$ cat src/rtl/core/tms_pkg.sv
// Package: shared types, constants and index offset table for the triangle subdivider.
package tms_pkg;

  localparam int unsigned IndexBits = 16;
  localparam int unsigned IdxPerTri = 12;
  localparam int unsigned VertsPerTri = 6;

  typedef enum logic [2:0] {
    ST_IDLE,
    ST_NORM,
    ST_EMIT
  } tms_state_e;

  typedef struct packed {
    logic start;
  } nrm_ctl_t;

  function automatic logic [2:0] idx_offset(input logic [3:0] k);
    logic [2:0] r;
    case (k)
      4'd0: r = 3'd0;
      4'd1: r = 3'd3;
      4'd2: r = 3'd5;
      4'd3: r = 3'd3;
      4'd4: r = 3'd4;
      4'd5: r = 3'd5;
      4'd6: r = 3'd5;
      4'd7: r = 3'd4;
      4'd8: r = 3'd2;
      4'd9: r = 3'd3;
      4'd10: r = 3'd1;
      4'd11: r = 3'd4;
      default: r = 3'd0;
    endcase
    return r;
  endfunction

endpackage

$ cat src/rtl/core/tms_norm.sv
// Normal normalizer: one component at a time, bit-serial search over the result magnitude.
module tms_norm (
  input  logic                clk_i,
  input  logic                rst_ni,
  input  tms_pkg::nrm_ctl_t   ctl_i,
  input  logic signed [15:0]  nx_i,
  input  logic signed [15:0]  ny_i,
  input  logic signed [15:0]  nz_i,
  output logic                done_o,
  output logic signed [15:0]  rx_o,
  output logic signed [15:0]  ry_o,
  output logic signed [15:0]  rz_o
);
  import tms_pkg::*;

  // phases: 0 squares accumulate, 1 search per component, 2 result per component
  logic [1:0]  comp_q, comp_d;
  logic [3:0]  bit_q, bit_d;
  logic [2:0]  ph_q, ph_d;
  logic        run_q, run_d;
  logic [32:0] s_q, s_d;
  logic [14:0] lo_q, lo_d;
  logic signed [15:0] rx_q, ry_q, rz_q, rx_d, ry_d, rz_d;
  logic [15:0] a_mag;
  logic signed [15:0] a_sel;
  logic [31:0] a_sq;
  logic [14:0] cand;
  logic [15:0] d;
  logic [31:0] dsq;          // product, registered into dsq_q
  logic [31:0] dsq_q;
  logic        chk_q, chk_d;
  logic [63:0] lhs;
  logic [63:0] tgt;

  always_comb begin
    case (comp_q)
      2'd0: a_sel = nx_i;
      2'd1: a_sel = ny_i;
      default: a_sel = nz_i;
    endcase
  end
  assign a_mag = a_sel[15] ? 16'(-a_sel) : a_sel;
  assign a_sq  = a_mag * a_mag;
  assign cand  = lo_q | (15'd1 << bit_q);
  assign d     = {cand, 1'b0} - 16'd1;
  assign dsq   = d * d;
  assign lhs   = 64'(dsq_q) * 64'(s_q);
  assign tgt   = {2'b0, a_sq, 30'd0};

  always_comb begin
    comp_d = comp_q; bit_d = bit_q; ph_d = ph_q; run_d = run_q; s_d = s_q;
    lo_d = lo_q; rx_d = rx_q; ry_d = ry_q; rz_d = rz_q; chk_d = chk_q;
    done_o = 1'b0;
    if (run_q) begin
      case (ph_q)
        3'd0: begin
          s_d = s_q + 33'(a_sq);
          if (comp_q == 2'd2) begin
            ph_d = 3'd1; comp_d = 2'd0; bit_d = 4'd14; lo_d = '0; chk_d = 1'b0;
          end else begin
            comp_d = comp_q + 2'd1;
          end
        end
        3'd1: begin
          if (s_q == '0) begin
            rx_d = '0; ry_d = '0; rz_d = '0; run_d = 1'b0; done_o = 1'b1;
          end else if (!chk_q) begin
            chk_d = 1'b1;      // square registered, compare next cycle
          end else begin
            chk_d = 1'b0;
            if (lhs <= tgt) lo_d = cand;
            if (bit_q == 4'd0) begin
              ph_d = 3'd2;
            end else begin
              bit_d = bit_q - 4'd1;
            end
          end
        end
        default: begin
          // magnitude 16384 exactly only for a single-axis vector
          case (comp_q)
            2'd0: rx_d = a_sel[15] ? -16'(lo_q) : 16'(lo_q);
            2'd1: ry_d = a_sel[15] ? -16'(lo_q) : 16'(lo_q);
            default: rz_d = a_sel[15] ? -16'(lo_q) : 16'(lo_q);
          endcase
          if ({1'b0, a_sq} == s_q[32:0]) begin
            case (comp_q)
              2'd0: rx_d = a_sel[15] ? -16'sd16384 : 16'sd16384;
              2'd1: ry_d = a_sel[15] ? -16'sd16384 : 16'sd16384;
              default: rz_d = a_sel[15] ? -16'sd16384 : 16'sd16384;
            endcase
          end
          if (comp_q == 2'd2) begin
            run_d = 1'b0; done_o = 1'b1;
          end else begin
            comp_d = comp_q + 2'd1; ph_d = 3'd1; bit_d = 4'd14; lo_d = '0;
          end
        end
      endcase
    end
    // a start may arrive in the done cycle of the previous vector
    if (ctl_i.start) begin
      run_d = 1'b1; ph_d = 3'd0; comp_d = 2'd0; s_d = '0;
    end
  end

  always_ff @(posedge clk_i or negedge rst_ni) begin
    if (!rst_ni) begin
      run_q <= 1'b0; ph_q <= '0; comp_q <= '0; bit_q <= '0; chk_q <= 1'b0;
    end else begin
      run_q <= run_d; ph_q <= ph_d; comp_q <= comp_d; bit_q <= bit_d; chk_q <= chk_d;
    end
  end

  always_ff @(posedge clk_i) begin
    s_q <= s_d; lo_q <= lo_d; dsq_q <= dsq;
    rx_q <= rx_d; ry_q <= ry_d; rz_q <= rz_d;
  end

  // results are complete in the done cycle
  assign rx_o = rx_d;
  assign ry_o = ry_d;
  assign rz_o = rz_d;

endmodule
$ cat config.mk
export PLATFORM = sky130hd
export DESIGN_NAME = tms_norm
export DESIGN_NICKNAME = d
export VERILOG_FILES = /design/src/rtl/core/tms_pkg.sv /design/src/rtl/core/tms_norm.sv
export SDC_FILE = /design/constraint.sdc
export NUM_CORES = 2
export LEC_CHECK = 0
export ABC_AREA = 1
export BUFFER_PORTS_ARGS = -buffer_cell sky130_fd_sc_hd__buf_2
export CAP_MARGIN = 20
export CELL_PAD_IN_SITES_DETAIL_PLACEMENT = 1
export CELL_PAD_IN_SITES_GLOBAL_PLACEMENT = 1
export CORE_MARGIN = 2
export CORE_UTILIZATION = 40
export DETAILED_ROUTE_END_ITERATION = 7
export HOLD_SLACK_MARGIN = 0.15
export PLACE_DENSITY_LB_ADDON = 0.1
export REMOVE_ABC_BUFFERS = 1
export SLEW_MARGIN = 20
export SYNTH_ARGS = -nofsm -noshare
export SYNTH_HDL_FRONTEND = slang
export SYNTH_SLANG_ARGS = --single-unit
export TNS_END_PERCENT = 10
$ cat constraint.sdc
create_clock -name clk_i -period 23.3 [get_ports clk_i]
set_input_delay 1.165 -clock clk_i [delete_from_list [all_inputs] [get_ports clk_i]]
set_output_delay 1.165 -clock clk_i [all_outputs]
set_load 0.02 [all_outputs]
# --- Word level (Yosys, flattened, before mapping) ---
# Cells that the tools add are included.
totals:
  ff_bits: 139
  input_bits: 51
  output_inout_bits: 49
  wordCells: 113
op_classes:
  n_addsub: 6
  mul: 3
  order_cmp: 1
  eq_ne: 17
  shift: 1
  mux: 60
  bitwise_logic: 1
  n_reduce_logical: 13
op_table:
  columns: ["cell", "count"]
  rows:
  - ["$mux 16", 18]
  - ["$pmux 16 s2", 4]
  - ["$mux 15", 5]
  - ["$le 64x62->1", 1]
  - ["$mul 16x16->32", 2]
  - ["$mul 32x33->64", 1]
  - ["$add 33x32->33", 1]
  - ["$eq 32x33->1", 1]
  - ["$logic_not 33->1", 1]
  - ["$pmux 15 s2", 1]
  - ["$mux 3", 7]
  - ["$mux 4", 5]
  - ["$reduce_and 6->1", 3]
  - ["$neg 15->16", 1]
  - ["$neg 16->16", 1]
  - ["$sub 16x1->16 const B", 1]
  - ["$or 15x15->15", 1]
  - ["$shl 1x4->15 const A", 1]
  - ["$ne 2x2->1 const B", 6]
  - ["$ne 3x3->1 const B", 4]
  - ["$mux 1", 10]
  - ["$mux 2", 4]
  - ["$pmux 4 s2", 1]
  - ["$pmux 1 s2", 3]
  - ["18 further kinds", 19]

# --- Logic depth before layout (Yosys ltp) ---
depth:
  word_depth: 10
  depth_mapped: 55
  ltp_nobuf: 53

# --- Worst setup path before layout ---
# OpenSTA, ideal clock, no wires.
synth_timing:
  kind: "input port to output port"
  startpoint: "input nz_i[0]"
  endpoint: "output rx_o[14]"
  arrival_time_ns: 9.703
  t_required_ns: 22.135
  path_slack_ns: 12.432
  path_stages: 43
  path_buffers: 1
  cell_sequence: "o22ai_1 > nor2_1 > inv_2 > clkbuf_1 > ha_1 > inv_1 > nor3_2 > nand3_1 > o21ai_2 > a31oi_1 > or2_1 > nand2_1 > inv_2 > nand2_1 > fa_1 > fa_1 > inv_1 > fa_1 > [... 7 more ...] > inv_1 > nand2_1 > nor3_1 > a21oi_1 > o21a_1 > o21a_1 > xor2_1 > inv_1 > ha_1 > nor4_1 > nand4_1 > nor2_1 > nand2_1 > nand2_1 > clkinv_1 > nand2_1 > o211ai_1 > o21ai_0"
synth_via:
  elab_chain_cells: 8
synth_lines:
  columns: ["item", "line_no", "rtl"]
  rows:
  - ["start, declared", "tms_norm.sv:8", "input logic signed [15:0] nz_i,"]
  - ["$pmux 16 s2 (*)", "tms_norm.sv:36", "case (comp_q)"]
  - ["$neg 16->16", "tms_norm.sv:42", "assign a_mag = a_sel[15] ? 16'(-a_sel) : a_sel;"]
  - ["$mux 16 (*)", "tms_norm.sv:42", null]
  - ["$mul 16x16->32 (*)", "tms_norm.sv:43", "assign a_sq = a_mag * a_mag;"]
  - ["$eq 32x33->1 (*)", "tms_norm.sv:86", "if ({1'b0, a_sq} == s_q[32:0]) begin"]
  - ["$mux 16 (*)", "tms_norm.sv:86", null]
  - ["$pmux 16 s2 (*)", "tms_norm.sv:55", "case (ph_q)"]
  - ["$mux 16 (*)", "tms_norm.sv:54", "if (run_q) begin"]
  - ["end, declared", "tms_norm.sv:10", "output logic signed [15:0] rx_o,"]
# Mark *: on every way between the ends. The rest lies on a longest branch, timed or not.

# --- Worst setup path after layout ---
layout_timing:
  startpoint: "register comp_q[1]"
  endpoint: "output rz_o[14]"
layout_via:
  elab_chain_cells: 9
  word_cells_on_any_way: 14
  cone_classes: "add/sub: 1; mul: 1; eq/ne: 2; mux: 8; reduce/logical: 2"
layout_lines:
  columns: ["item", "line_no", "rtl"]
  rows:
  - ["start, declared", "tms_norm.sv:17", "logic [1:0] comp_q, comp_d;"]
  - ["start signal, assigned", "tms_norm.sv:111", "run_q <= run_d; ph_q <= ph_d; comp_q <= comp_d; bit_q <= bit_d; chk_q <= chk_d;"]
  - ["$eq 2x1->1 / $logic_not 2->1 (equally long branches)", "tms_norm.sv:36, tms_norm.sv:81, tms_norm.sv:87", null]
  - ["$pmux 16 s2", "tms_norm.sv:36", null]
  - ["$neg 16->16", "tms_norm.sv:42", null]
  - ["$mux 16", "tms_norm.sv:42", null]
  - ["$mul 16x16->32", "tms_norm.sv:43", null]
  - ["$eq 32x33->1", "tms_norm.sv:86", null]
  - ["$mux 16 (*)", "tms_norm.sv:86", null]
  - ["$pmux 16 s2 (*)", "tms_norm.sv:55", null]
  - ["$mux 16 (*)", "tms_norm.sv:54", null]
  - ["end, declared", "tms_norm.sv:12", "output logic signed [15:0] rz_o"]
# Marked as above.

==> impl_results.md <==
- Status: finished, final reports clean
- Largest net degree at the start of global routing: 46
- CP Capture Type: output pin
- Share of layout cells above drive strength 1: 0.03804
- GRT Total Usage: 0.2622
- I/O Pins: 100
- Post-synthesis cell type count: 62
- Post-CTS Repair Setup Buffers: 0
- Fmax: 72.46 MHz
- Antenna violations before repair: 3
- Final Max Slew Viols: 0
- Clock root cell: clkbuf_16
- Clock Latency Late Sink: 0.52 ns
- Register area share after synthesis: 0.05175
- YS warnings: 0
- Final Critical Period: 13.80 ns
- TritonCTS clock tree: yes
- Die width: 378.5 µm
- Met1 wire length: 82,610 µm
- Design Area, Final: 59,070 µm²
- FF+latch count, synth: 135
- Post-synth EDFFs: 15
- Largest delay share family, worst path: simple AND/OR/NAND/NOR gates
- Area Overhead vs Synth: 5.299%
- GPL Wtd Cong: 0.8940
- Residual DRC: 0
- Max stage delay on crit path: 0.52 ns
- Height of the die: 378.5 µm
- CTS Buffer Depth: 2
- Met2 wire length: 90,060 µm
- Max FO, Critical Path: 19
- Max Cap Viol: 0
- Vias per cell: 4.963
- Detailed placer's ending HPWL: 151,600 µm
- Clock-pin slew on the worst setup and hold paths: 0.08 ns
- Post-DR wirelength/cell: 20.01 µm
- Std-Cell Core Area: 139,400 µm²
- Post-Synthesis Cells: 7,159
- CP max-delay cell: fa_1
- Commonest non-fill, non-tap cell in the layout: inv_1
- DRT Pass-1 Iters: 5
- Clock skew: 0.02483 ns
- Max-slew headroom: 0.1968
- Buffers on Ports: 99
- Clock sink count: 135
- Crit start category: flop
- Resized Gates After CTS: 0
- CTS Buf Count: 17
- Total congestion overflow: 0
- Total number of vias: 44,540
- Fin crit share: 0.5923
- Most used DFF post-synth: dfxtp_1
- Most frequent CP cell: nand2_1
- Cell row count: 137
- Mapped Area: 56,100 µm²
- Unrepaired setup endpoints after global routing: no
- Worst hold path type: flop to flop
- Post-DP Area: 58,450 µm²
- DR WL met3: 5217 µm
- Initial Util: 0.4025
- Mean Syn Cell Area: 7.836 µm²
- Post-layout net count: 8,895
- DR iter-0 viols: 2,120
- Vias in the first global route: 50,490
- First-pass GRT wire length: 290,100 µm
- Die area: 143,300 µm²
- Antenna viol nets, final: 0
- Final setup violation count: 0
- Most frequent cells in the layout: inv_1 (2,016), nand2_1 (1,552), fa_1 (1,189)
- Crit path kind: flop to output pin
- Async SR Flop Fraction: 0.07407
- H-tree levels: 4
- Worst Path Arrival: 12.64 ns
- Hold Buf Count CTS: 0
- Post-Route WL: 179,600 µm
- WP buf/inv: 12
- Worst-Margin Slew: 1.205 ns
- Hold Vio Cnt, Final: 0
- TNS Setup: 0 ns
- Critical Path RT: 22.14 ns
- Highest metal used: met4
Yosys cell counts (13+ instances only):
cell type / n / area, µm²
dfxtp_1: 110 / 2202
nand4_1: 23 / 143.9
a22oi_1: 24 / 180.2
ha_1: 571 / 7144
a21oi_1: 257 / 1286
xor2_1: 105 / 919.6
o21ai_0: 179 / 895.9
fa_1: 1189 / 23800
nand3_1: 121 / 605.6
inv_2: 16 / 60.06
buf_2: 20 / 100.1
o21bai_1: 13 / 97.59
nor2_1: 394 / 1479
edfxtp_1: 15 / 450.4
nor3_1: 25 / 125.1
inv_1: 2016 / 7567
xnor2_1: 47 / 411.6
nand2_1: 1552 / 5826
clkbuf_1: 223 / 837.1
a21o_1: 15 / 112.6
buf_1: 33 / 123.9
a31oi_1: 22 / 137.6
nor4_1: 23 / 143.9
o21a_1: 20 / 150.1
kinds of logic (layout without fill, tap and decap cells):
group / after synthesis / count (layout) / share of synthesized area
xor gates and xnor gates: 152 / 152 / 0.02373
AOI/OAI and AO/OA: 600 / 600 / 0.06035
buffers and inverters: 2320 / 2247 / 0.1565
and+or+nand+nor: 2190 / 2190 / 0.1559
DFF: 135 / 135 / 0.05175
other: 2 / 14 / 0.0001339
adders and majority gates: 1760 / 1760 / 0.5517
path summary, 6_finish.rpt:
path                                 from   endpoint  slack, ns  cells after the start
worst max register to register  comp_q[1]    lo_q[9]      10.92                     50
worst min-delay path             rz_q[15]   rz_q[15]       0.49                      2
min in group asynchronous          rst_ni  comp_q[1]       0.54                      1
worst min register to register   rz_q[15]   rz_q[15]       0.49                      2
worst max-delay path            comp_q[1]   rz_o[14]       9.50                     50
max in group asynchronous          rst_ni    ph_q[0]      22.49                      1
final cells by class:
| class | count | area [µm²] |
|---|---|---|
| Tap cell | 1876 | 2347 |
| Multi-Input combinational cell | 4715 | 44460 |
| Clock inverter | 15 | 191.4 |
| Antenna cell | 1 | 2.502 |
| Timing Repair Buffer | 178 | 1089 |
| Inverter | 2037 | 7646 |
| Fill cell | 17140 | 80290 |
| Clock buffer | 17 | 425.4 |
| Sequential cell | 135 | 2907 |
per-layer routing:
layer / vias to the layer above / track usage
met2: 574 / 0.4676
met1: 23200 / 0.3562
met5: - / 0
li1: 20660 / -
met4: 0 / 0.03202
met3: 104 / 0.01944
sequential cells by signal, summed over array words and instances (netlist names):
register,cells
s_q,33
dsq_q,29
rx_q,16
ry_q,16
rz_q,16
lo_q,15
bit_q,4
comp_q,2
ph_q,2
chk_q,1
run_q,1
through the flow:
| stage | std cells | hold WS, ns | worst slack [ns] | utilization |
|---|---|---|---|---|
| 5_1_grt | 8973 | 0.5230 | 8.465 | 0.4239 |
| 3_5_place_dp | 8941 | 0.4754 | 9.770 | 0.4194 |
| 4_1_cts | 8973 | 0.4906 | 9.265 | 0.4239 |
| 6_report | 8974 | 0.4918 | 9.499 | 0.4239 |
| 3_3_place_gp | 8941 | 0.4622 | 9.868 | 0.4194 |
| 2_1_floorplan | 6887 | 0.4457 | 11.95 | - |
worst reg2reg max path: cells and delay by family (launching register included):
kind / cells / cell delay (ns)
buffers and inverters: 10 / 1.77
AO/OA/AOI/OAI: 6 / 1.54
adder cells (fa/ha/maj): 9 / 3.34
AND/OR/NAND/NOR: 24 / 4.69
XOR/XNOR: 1 / 0.30
flip-flops: 1 / 0.39
Power is left out: the tool's default activity adds up to more than one toggle a clock period on the data nets, which glitch-free logic cannot reach.
